**config.mk**
```make
export PLATFORM = sky130hd
export DESIGN_NAME = ota_data_frame_builder_unit
export DESIGN_NICKNAME = d
export VERILOG_FILES = /design/src/design/otadfb_pkg.sv /design/src/design/otadfb_seq.sv /design/src/design/ota_data_frame_builder_unit.sv
export SDC_FILE = /design/constraint.sdc
export NUM_CORES = 1
export LEC_CHECK = 0
export BUFFER_PORTS_ARGS = -buffer_cell sky130_fd_sc_hd__clkbuf_2
export CORE_MARGIN = 4
export CORE_UTILIZATION = 35
export CTS_CLUSTER_SIZE = 16
export DETAILED_ROUTE_END_ITERATION = 8
export PLACE_DENSITY = 0.61
export SLEW_MARGIN = 20
export SYNTH_ARGS = -nofsm -noshare
export SYNTH_HDL_FRONTEND = slang
export SYNTH_SLANG_ARGS = --single-unit
```
**constraint.sdc**
```tcl
create_clock -name i_clk -period 4.9 [get_ports i_clk]
set_input_delay 1.47 -clock i_clk [delete_from_list [all_inputs] [get_ports i_clk]]
set_output_delay 1.47 -clock i_clk [all_outputs]
set_load 0.01 [all_outputs]
```
**src/design/otadfb_pkg.sv**
```systemverilog
// Package for the download data frame builder: field widths, frame constants and shared types.
`timescale 1ns / 1ps

package otadfb_pkg;

    localparam int BYTE_W  = 8;
    localparam int LEN_W   = 10;
    localparam int SUM_W   = 16;
    localparam int IDX_W   = 3;

    localparam int MAX_PAYLOAD_DEF = 512;

    // Fixed frame bytes.
    localparam logic [BYTE_W-1:0] SOF_BYTE   = 8'hEE;
    localparam logic [BYTE_W-1:0] ID_BYTE    = 8'hB6;
    localparam logic [BYTE_W-1:0] CMD_H_BYTE = 8'h88;
    localparam logic [BYTE_W-1:0] CMD_L_BYTE = 8'h22;
    localparam logic [BYTE_W-1:0] EOF_A_BYTE = 8'hFF;
    localparam logic [BYTE_W-1:0] EOF_B_BYTE = 8'hFC;
    localparam logic [SUM_W-1:0]  LEN_OFFSET = 16'd5;

    // Byte positions inside the header.
    localparam logic [IDX_W-1:0] HI_SOF   = 3'd0;
    localparam logic [IDX_W-1:0] HI_ID    = 3'd1;
    localparam logic [IDX_W-1:0] HI_LEN_H = 3'd2;
    localparam logic [IDX_W-1:0] HI_LEN_L = 3'd3;
    localparam logic [IDX_W-1:0] HI_CMD_H = 3'd4;
    localparam logic [IDX_W-1:0] HI_CMD_L = 3'd5;
    localparam logic [IDX_W-1:0] HI_SEQ   = 3'd6;

    // Byte positions inside the trailer.
    localparam logic [IDX_W-1:0] TI_CK_H  = 3'd0;
    localparam logic [IDX_W-1:0] TI_CK_L  = 3'd1;
    localparam logic [IDX_W-1:0] TI_EOF_0 = 3'd2;
    localparam logic [IDX_W-1:0] TI_EOF_1 = 3'd3;
    localparam logic [IDX_W-1:0] TI_EOF_2 = 3'd4;
    localparam logic [IDX_W-1:0] TI_EOF_3 = 3'd5;

    typedef enum logic [2:0] {
        PH_HDR  = 3'b001,
        PH_DATA = 3'b010,
        PH_TAIL = 3'b100
    } t_phase;

    // One accepted input word.
    typedef struct packed {
        logic [BYTE_W-1:0] payload_byte;
        logic [BYTE_W-1:0] sequence_req;
        logic [LEN_W-1:0]  payload_length;
    } t_item;

    // One produced frame byte with its flags.
    typedef struct packed {
        logic [BYTE_W-1:0] out_byte;
        logic              last_of_item;
        logic              end_of_frame;
    } t_emit;

endpackage

```
**src/design/otadfb_seq.sv**
```systemverilog
// Frame sequencer: walks header, payload and trailer one byte per step and keeps the checksum.
`timescale 1ns / 1ps

module otadfb_seq #(
    parameter int MAX_PAYLOAD = otadfb_pkg::MAX_PAYLOAD_DEF
) (
    input  logic               i_clk,
    input  logic               i_rst_n,
    input  logic               i_go,
    input  otadfb_pkg::t_item  i_item,
    output otadfb_pkg::t_emit  o_emit
);
    import otadfb_pkg::*;

    localparam logic [LEN_W:0] MaxLen = (LEN_W+1)'(MAX_PAYLOAD);

    t_phase              r_phase, n_phase;
    logic [IDX_W-1:0]    r_idx, n_idx;
    logic [LEN_W-1:0]    r_remaining, n_remaining;
    logic [SUM_W-1:0]    r_sum, n_sum;

    logic [LEN_W-1:0]    len_sat;
    logic [SUM_W-1:0]    frame_len;
    logic [SUM_W-1:0]    check;
    logic [BYTE_W-1:0]   byte_val;
    logic                last_val;
    logic                eof_val;

    assign len_sat   = ({1'b0, i_item.payload_length} > MaxLen) ? MaxLen[LEN_W-1:0]
                                                                 : i_item.payload_length;
    assign frame_len = LEN_OFFSET + SUM_W'(len_sat);
    assign check     = ~r_sum;

    always_comb begin
        n_phase     = r_phase;
        n_idx       = r_idx;
        n_remaining = r_remaining;
        n_sum       = r_sum;
        byte_val    = '0;
        last_val    = 1'b0;
        eof_val     = 1'b0;
        case (r_phase)
            PH_HDR: begin
                case (r_idx)
                    HI_SOF:   byte_val = SOF_BYTE;
                    HI_ID:    byte_val = ID_BYTE;
                    HI_LEN_H: byte_val = frame_len[SUM_W-1:BYTE_W];
                    HI_LEN_L: byte_val = frame_len[BYTE_W-1:0];
                    HI_CMD_H: byte_val = CMD_H_BYTE;
                    HI_CMD_L: byte_val = CMD_L_BYTE;
                    HI_SEQ:   byte_val = i_item.sequence_req;
                    default:  byte_val = '0;
                endcase
                // The start byte is outside the checksum and starts a fresh sum.
                if (r_idx == HI_SOF) begin
                    n_sum = '0;
                end else begin
                    n_sum = r_sum + SUM_W'(byte_val);
                end
                if (r_idx == HI_SEQ) begin
                    n_idx = '0;
                    if (len_sat == '0) begin
                        n_phase = PH_TAIL;
                    end else begin
                        n_phase     = PH_DATA;
                        n_remaining = len_sat;
                    end
                end else begin
                    n_idx = r_idx + 1'b1;
                end
            end
            PH_DATA: begin
                byte_val = i_item.payload_byte;
                n_sum    = r_sum + SUM_W'(byte_val);
                if (r_remaining <= LEN_W'(1)) begin
                    n_phase = PH_TAIL;
                    n_idx   = '0;
                end else begin
                    n_remaining = r_remaining - 1'b1;
                    last_val    = 1'b1;
                end
            end
            PH_TAIL: begin
                case (r_idx)
                    TI_CK_H:  byte_val = check[SUM_W-1:BYTE_W];
                    TI_CK_L:  byte_val = check[BYTE_W-1:0];
                    TI_EOF_0: byte_val = EOF_A_BYTE;
                    TI_EOF_1: byte_val = EOF_B_BYTE;
                    TI_EOF_2: byte_val = EOF_A_BYTE;
                    TI_EOF_3: byte_val = EOF_A_BYTE;
                    default:  byte_val = '0;
                endcase
                if (r_idx == TI_EOF_3) begin
                    last_val    = 1'b1;
                    eof_val     = 1'b1;
                    n_phase     = PH_HDR;
                    n_idx       = '0;
                    n_sum       = '0;
                    n_remaining = '0;
                end else begin
                    n_idx = r_idx + 1'b1;
                end
            end
            default: begin
                n_phase = PH_HDR;
                n_idx   = '0;
            end
        endcase
    end

    assign o_emit.out_byte     = byte_val;
    assign o_emit.last_of_item = last_val;
    assign o_emit.end_of_frame = eof_val;

    always_ff @(posedge i_clk) begin
        if (!i_rst_n) begin
            r_phase     <= PH_HDR;
            r_idx       <= '0;
            r_remaining <= '0;
            r_sum       <= '0;
        end else if (i_go) begin
            r_phase     <= n_phase;
            r_idx       <= n_idx;
            r_remaining <= n_remaining;
            r_sum       <= n_sum;
        end
    end

    // The payload phase always has at least one byte left to send.
    a_data_has_bytes: assert property (@(posedge i_clk) disable iff (!i_rst_n)
        (r_phase == PH_DATA) |-> (r_remaining != '0))
        else $error("payload phase entered with no bytes left");

    // A frame always starts from a cleared checksum.
    a_idle_sum_clear: assert property (@(posedge i_clk) disable iff (!i_rst_n)
        (r_phase == PH_HDR && r_idx == HI_SOF) |-> (r_sum == '0))
        else $error("checksum not cleared between frames");

    // The trailer index never runs past the final trailer byte.
    a_tail_index: assert property (@(posedge i_clk) disable iff (!i_rst_n)
        (r_phase == PH_TAIL) |-> (r_idx <= TI_EOF_3))
        else $error("trailer index out of range");

    // A frame ends only on a byte that also closes its word.
    a_eof_closes_word: assert property (@(posedge i_clk) disable iff (!i_rst_n)
        (i_go && o_emit.end_of_frame) |-> o_emit.last_of_item)
        else $error("end of frame without end of word");

endmodule

```
**src/design/ota_data_frame_builder_unit.sv**
```systemverilog
// Top level of the download data frame builder: word register, sequencer and output register.
`timescale 1ns / 1ps

// This block turns a stream of payload words into serial download data frames, one frame
// byte per output word. The first input word of a frame carries the payload length and the
// sequence byte; the block then sends the header EE B6, the big-endian frame length (five
// plus the payload length, which is first limited to MAX_PAYLOAD), 88 22 and the sequence
// byte, followed by that word's payload byte. Every later word adds one payload byte. After
// the last payload byte come the checksum (0xFFFF minus the 16-bit sum of all bytes from B6
// through the last payload byte, high byte first) and the trailer FF FC FF FF. A zero length
// frame is sent whole from a single word whose payload byte is ignored. o_last_of_item marks
// the final byte caused by each input word and o_end_of_frame marks the last trailer byte.
// Timing: the sequencer produces one frame byte per cycle while the output is not stalled,
// so a middle payload word yields one byte and the block takes a new word every cycle in
// that stretch. The first word of a frame yields eight bytes (seven header bytes and its
// payload byte), the last word yields seven (payload byte plus six trailer bytes), a
// one-byte frame yields fourteen and a zero length frame thirteen. An accepted word is
// held in the input word register and its bytes pass through the output register.
module ota_data_frame_builder_unit #(
    parameter int MAX_PAYLOAD = otadfb_pkg::MAX_PAYLOAD_DEF
) (
    input  logic                            i_clk,
    input  logic                            i_rst_n,
    input  logic                            i_in_valid,
    output logic                            o_in_stall,
    input  logic [otadfb_pkg::BYTE_W-1:0]   i_payload_byte,
    input  logic [otadfb_pkg::BYTE_W-1:0]   i_sequence_req,
    input  logic [otadfb_pkg::LEN_W-1:0]    i_payload_length,
    output logic                            o_out_valid,
    input  logic                            i_out_stall,
    output logic [otadfb_pkg::BYTE_W-1:0]   o_out_byte,
    output logic                            o_last_of_item,
    output logic                            o_end_of_frame
);
    import otadfb_pkg::*;

    logic   r_item_valid, n_item_valid;
    t_item  r_item;
    logic   r_out_valid;
    t_emit  r_out;
    t_emit  emit;

    logic   out_ready;
    logic   go;
    logic   word_done;
    logic   in_accept;

    // The output register can take a byte when it is empty or being drained this cycle.
    assign out_ready = !r_out_valid || !i_out_stall;
    // The sequencer advances one byte whenever a word is held and the byte has a place to go.
    assign go        = r_item_valid && out_ready;
    // The held word is finished when its final byte moves into the output register.
    assign word_done = go && emit.last_of_item;

    // A new word is taken when the holding register is empty or frees up in this cycle.
    assign o_in_stall = r_item_valid && !word_done;
    assign in_accept  = i_in_valid && !o_in_stall;

    always_comb begin
        n_item_valid = r_item_valid;
        if (in_accept) begin
            n_item_valid = 1'b1;
        end else if (word_done) begin
            n_item_valid = 1'b0;
        end
    end

    always_ff @(posedge i_clk) begin
        if (!i_rst_n) begin
            r_item_valid <= 1'b0;
            r_out_valid  <= 1'b0;
        end else begin
            r_item_valid <= n_item_valid;
            if (out_ready) begin
                r_out_valid <= go;
            end
        end
    end

    // Payload registers carry no reset; their valid bits guard them.
    always_ff @(posedge i_clk) begin
        if (in_accept) begin
            r_item.payload_byte   <= i_payload_byte;
            r_item.sequence_req   <= i_sequence_req;
            r_item.payload_length <= i_payload_length;
        end
        if (go) begin
            r_out <= emit;
        end
    end

    otadfb_seq #(
        .MAX_PAYLOAD (MAX_PAYLOAD)
    ) u_seq (
        .i_clk   (i_clk),
        .i_rst_n (i_rst_n),
        .i_go    (go),
        .i_item  (r_item),
        .o_emit  (emit)
    );

    assign o_out_valid    = r_out_valid;
    assign o_out_byte     = r_out.out_byte;
    assign o_last_of_item = r_out.last_of_item;
    assign o_end_of_frame = r_out.end_of_frame;

endmodule

```
==> run metrics <==
Worst-path clk slew 0.06 ns; pwr dens 309 nW/um^2; R2R cell count 19; M2 GR Usage 26.1%; final-report max-slew violation count 0; most frequent cells in the layout a21oi_1 (52), nor2_1 (51), clkbuf_2 (41); Req. time, crit path 5.13 ns; # diodes 0; CTS H-tree lvls 3; largest net degree at the start of global routing 27; Critical Path Sink u_seq.r_sum[14]; Tightest Pin Transition 0.873 ns; CTS tree yes; EDFF count, synth 36; peak fanout along the critical path 9; Avg Cell Area, Syn 8.75 sq um; DRC viols 0; Final Util 41.6%; postcts setup bufs 0; Synth Register Bits 70; Critical Path End Type flip-flop; post-CTS resize count 0; Post-Synthesis Cells 529; GP Congestion 0.889; peak supply drop 0.000160 V; Worst slew margin 41.4%; total die area 15100 sq um; GRT overflow 0; Chip Height 123 um; die width 123 um; share of layout cells above drive strength 1 13.3%; max-cap viol count 0; status complete, no violations; area growth from synthesis to layout 14.6%; global-route wire length before repair 21000 um; drt pass-1 iters 5; crit path time final 4.06 ns; initial antenna violation count 0; CTS Hold Bufs 0; Core Area 12800 sq um; Detail Placement HPWL 9500 um; skew final 0.00581 ns; # setup viols final 0; clock latency on the worst-skew pair 0.35 ns; startpoint types flip-flop; DR iter-0 viols 343; reg2reg end u_seq.r_sum[14]; I/O pins 42; most common cell after layout, fill and taps aside a21oi_1; met3 GRT Util 5.26%; main area contributors after synthesis edfxtp_1 (23%), dfxtp_1 (15%), ha_1 (5.7%); Num CTS Buffers 9; crit path kind reg2reg; top cell type's share of synthesized area 23.3%; crit path from r_item[9]; drt total wl 12900 um; DRT antenna net count 0; syn_nets 582; final net count 611; Leakage Power 1.99 nW; WHS 0.485 ns; GRT Util Overall 17.9%; vias in the first global route 4083; Via Count 4294; asr flop ratio synth 0%; FMAX 0.246 GHz; Synth area leader edfxtp_1; Cell Area, Synth 4630 sq um; vias per cell 5.84; final hold vios 0; Primary FF master, synth edfxtp_1; RSZ-0062 raised after global routing no; clk sink count 70; WHS Path Cells 2; grt peak-use layer met2; Rows 41; setup TNS 0 ns; reg-to-reg slack, setup 0.84 ns; Initial Util 36.3%; Root Driver clkbuf_16; met1 usage 24.2%; PortBufs 41; arrival time at the worst endpoint 4.29 ns; Synthesis Warnings 0; Worst Hold Class reg2reg; worst r2r src r_item[9]; Wirelength per Cell 17.6 um; CTS max path bufs 2; sequential area share after synthesis 38.0%; final worst path period share 82.8%; post-synth cell types 67
worst max-delay path: stages, from the launching register on:
cell       delay (ns)
edfxtp_1         0.51
inv_1            0.17
nand2_1          0.15
inv_1            0.09
ha_1             0.20
nor2_1           0.07
nor3_1           0.20
xnor2_1          0.10
o31ai_1          0.23
nand3b_1         0.14
nand2_1          0.10
ha_1             0.19
inv_1            0.06
fa_1             0.40
nor2b_1          0.18
o2111ai_1        0.16
a21oi_1          0.33
nand2b_1         0.22
a41oi_1          0.13
o31a_1           0.31
power breakdown:
part	switching, W	leakage, nW	total, W	internal, W
Combinational	0.000167	1.22	0.000276	0.000109
Clock	0.000252	0.156	0.000697	0.000445
Sequential	0.0000238	0.608	0.000670	0.000646
cell families after synthesis:
group / Yosys count / share of synthesized area, %
adder cells (fa/ha/maj): 23 / 6.54
AO/OA/AOI/OAI: 192 / 27.7
XOR/XNOR: 22 / 4.16
multiplexers: 2 / 0.432
flip-flops: 70 / 38.0
buffers and inverters: 45 / 3.94
AND/OR/NAND/NOR: 175 / 19.2
per-stage QoR:
step / cell area, sq um / setup WS, ns / cells / power [W]
2_1_floorplan: 4630 / 1.31 / 529 / 0.000873
3_3_place_gp: 4990 / 1.08 / 719 / 0.000948
3_5_place_dp: 4990 / 0.975 / 719 / 0.000953
4_1_cts: 5310 / 0.943 / 735 / 0.00166
5_1_grt: 5310 / 0.575 / 735 / 0.00172
6_report: 5310 / 0.843 / 735 / 0.00164
routing by layer:
| layer | vias to the layer above | routed length, um |
|---|---|---|
| li1 | 2074 | - |
| met5 | - | 0 |
| met2 | 182 | 5660 |
| met3 | 36 | 934 |
| met1 | 2002 | 5870 |
| met4 | 0 | 444 |
final cells by class:
type	instances	area, sq um
well taps	172	215
inverters	14	52.6
multi-input cells	414	2700
repair buffers	49	265
clock inverters	6	87.6
flip-flops and latches	70	1760
fillers	1252	7470
clock buffers	10	229
synthesized netlist by cell type, types with 14 or more instances:
cell and n:
xnor2_1 16, nand2_1 34, a21oi_1 52, nor2b_1 16
clkbuf_1 23, dfxtp_1 34, edfxtp_1 36, nor3_1 21
ha_1 21, o21ai_0 33, inv_1 14, nor2_1 52
how the worst min path moves through the flow:
stage / from / end / slack (ns)
2_1_floorplan: u_seq.r_remaining[9] / u_seq.r_remaining[9] / 0.44
3_3_place_gp: r_item_valid / o_out_valid / 0.46
3_5_place_dp: u_seq.r_remaining[9] / u_seq.r_remaining[9] / 0.48
4_1_cts: u_seq.r_remaining[9] / u_seq.r_remaining[9] / 0.48
5_1_grt: u_seq.r_remaining[9] / u_seq.r_remaining[9] / 0.52
6_report: r_item_valid / o_out_valid / 0.48
state kept, by name, summed over array words and instances (netlist names):
name and cells:
r_item 26, u_seq.r_sum 16, u_seq.r_remaining 10, o_out_byte 8, u_seq.r_idx 3, u_seq.r_phase 3
o_end_of_frame 1, o_last_of_item 1, o_out_valid 1, r_item_valid 1
(Power assumes the default switching activity.)
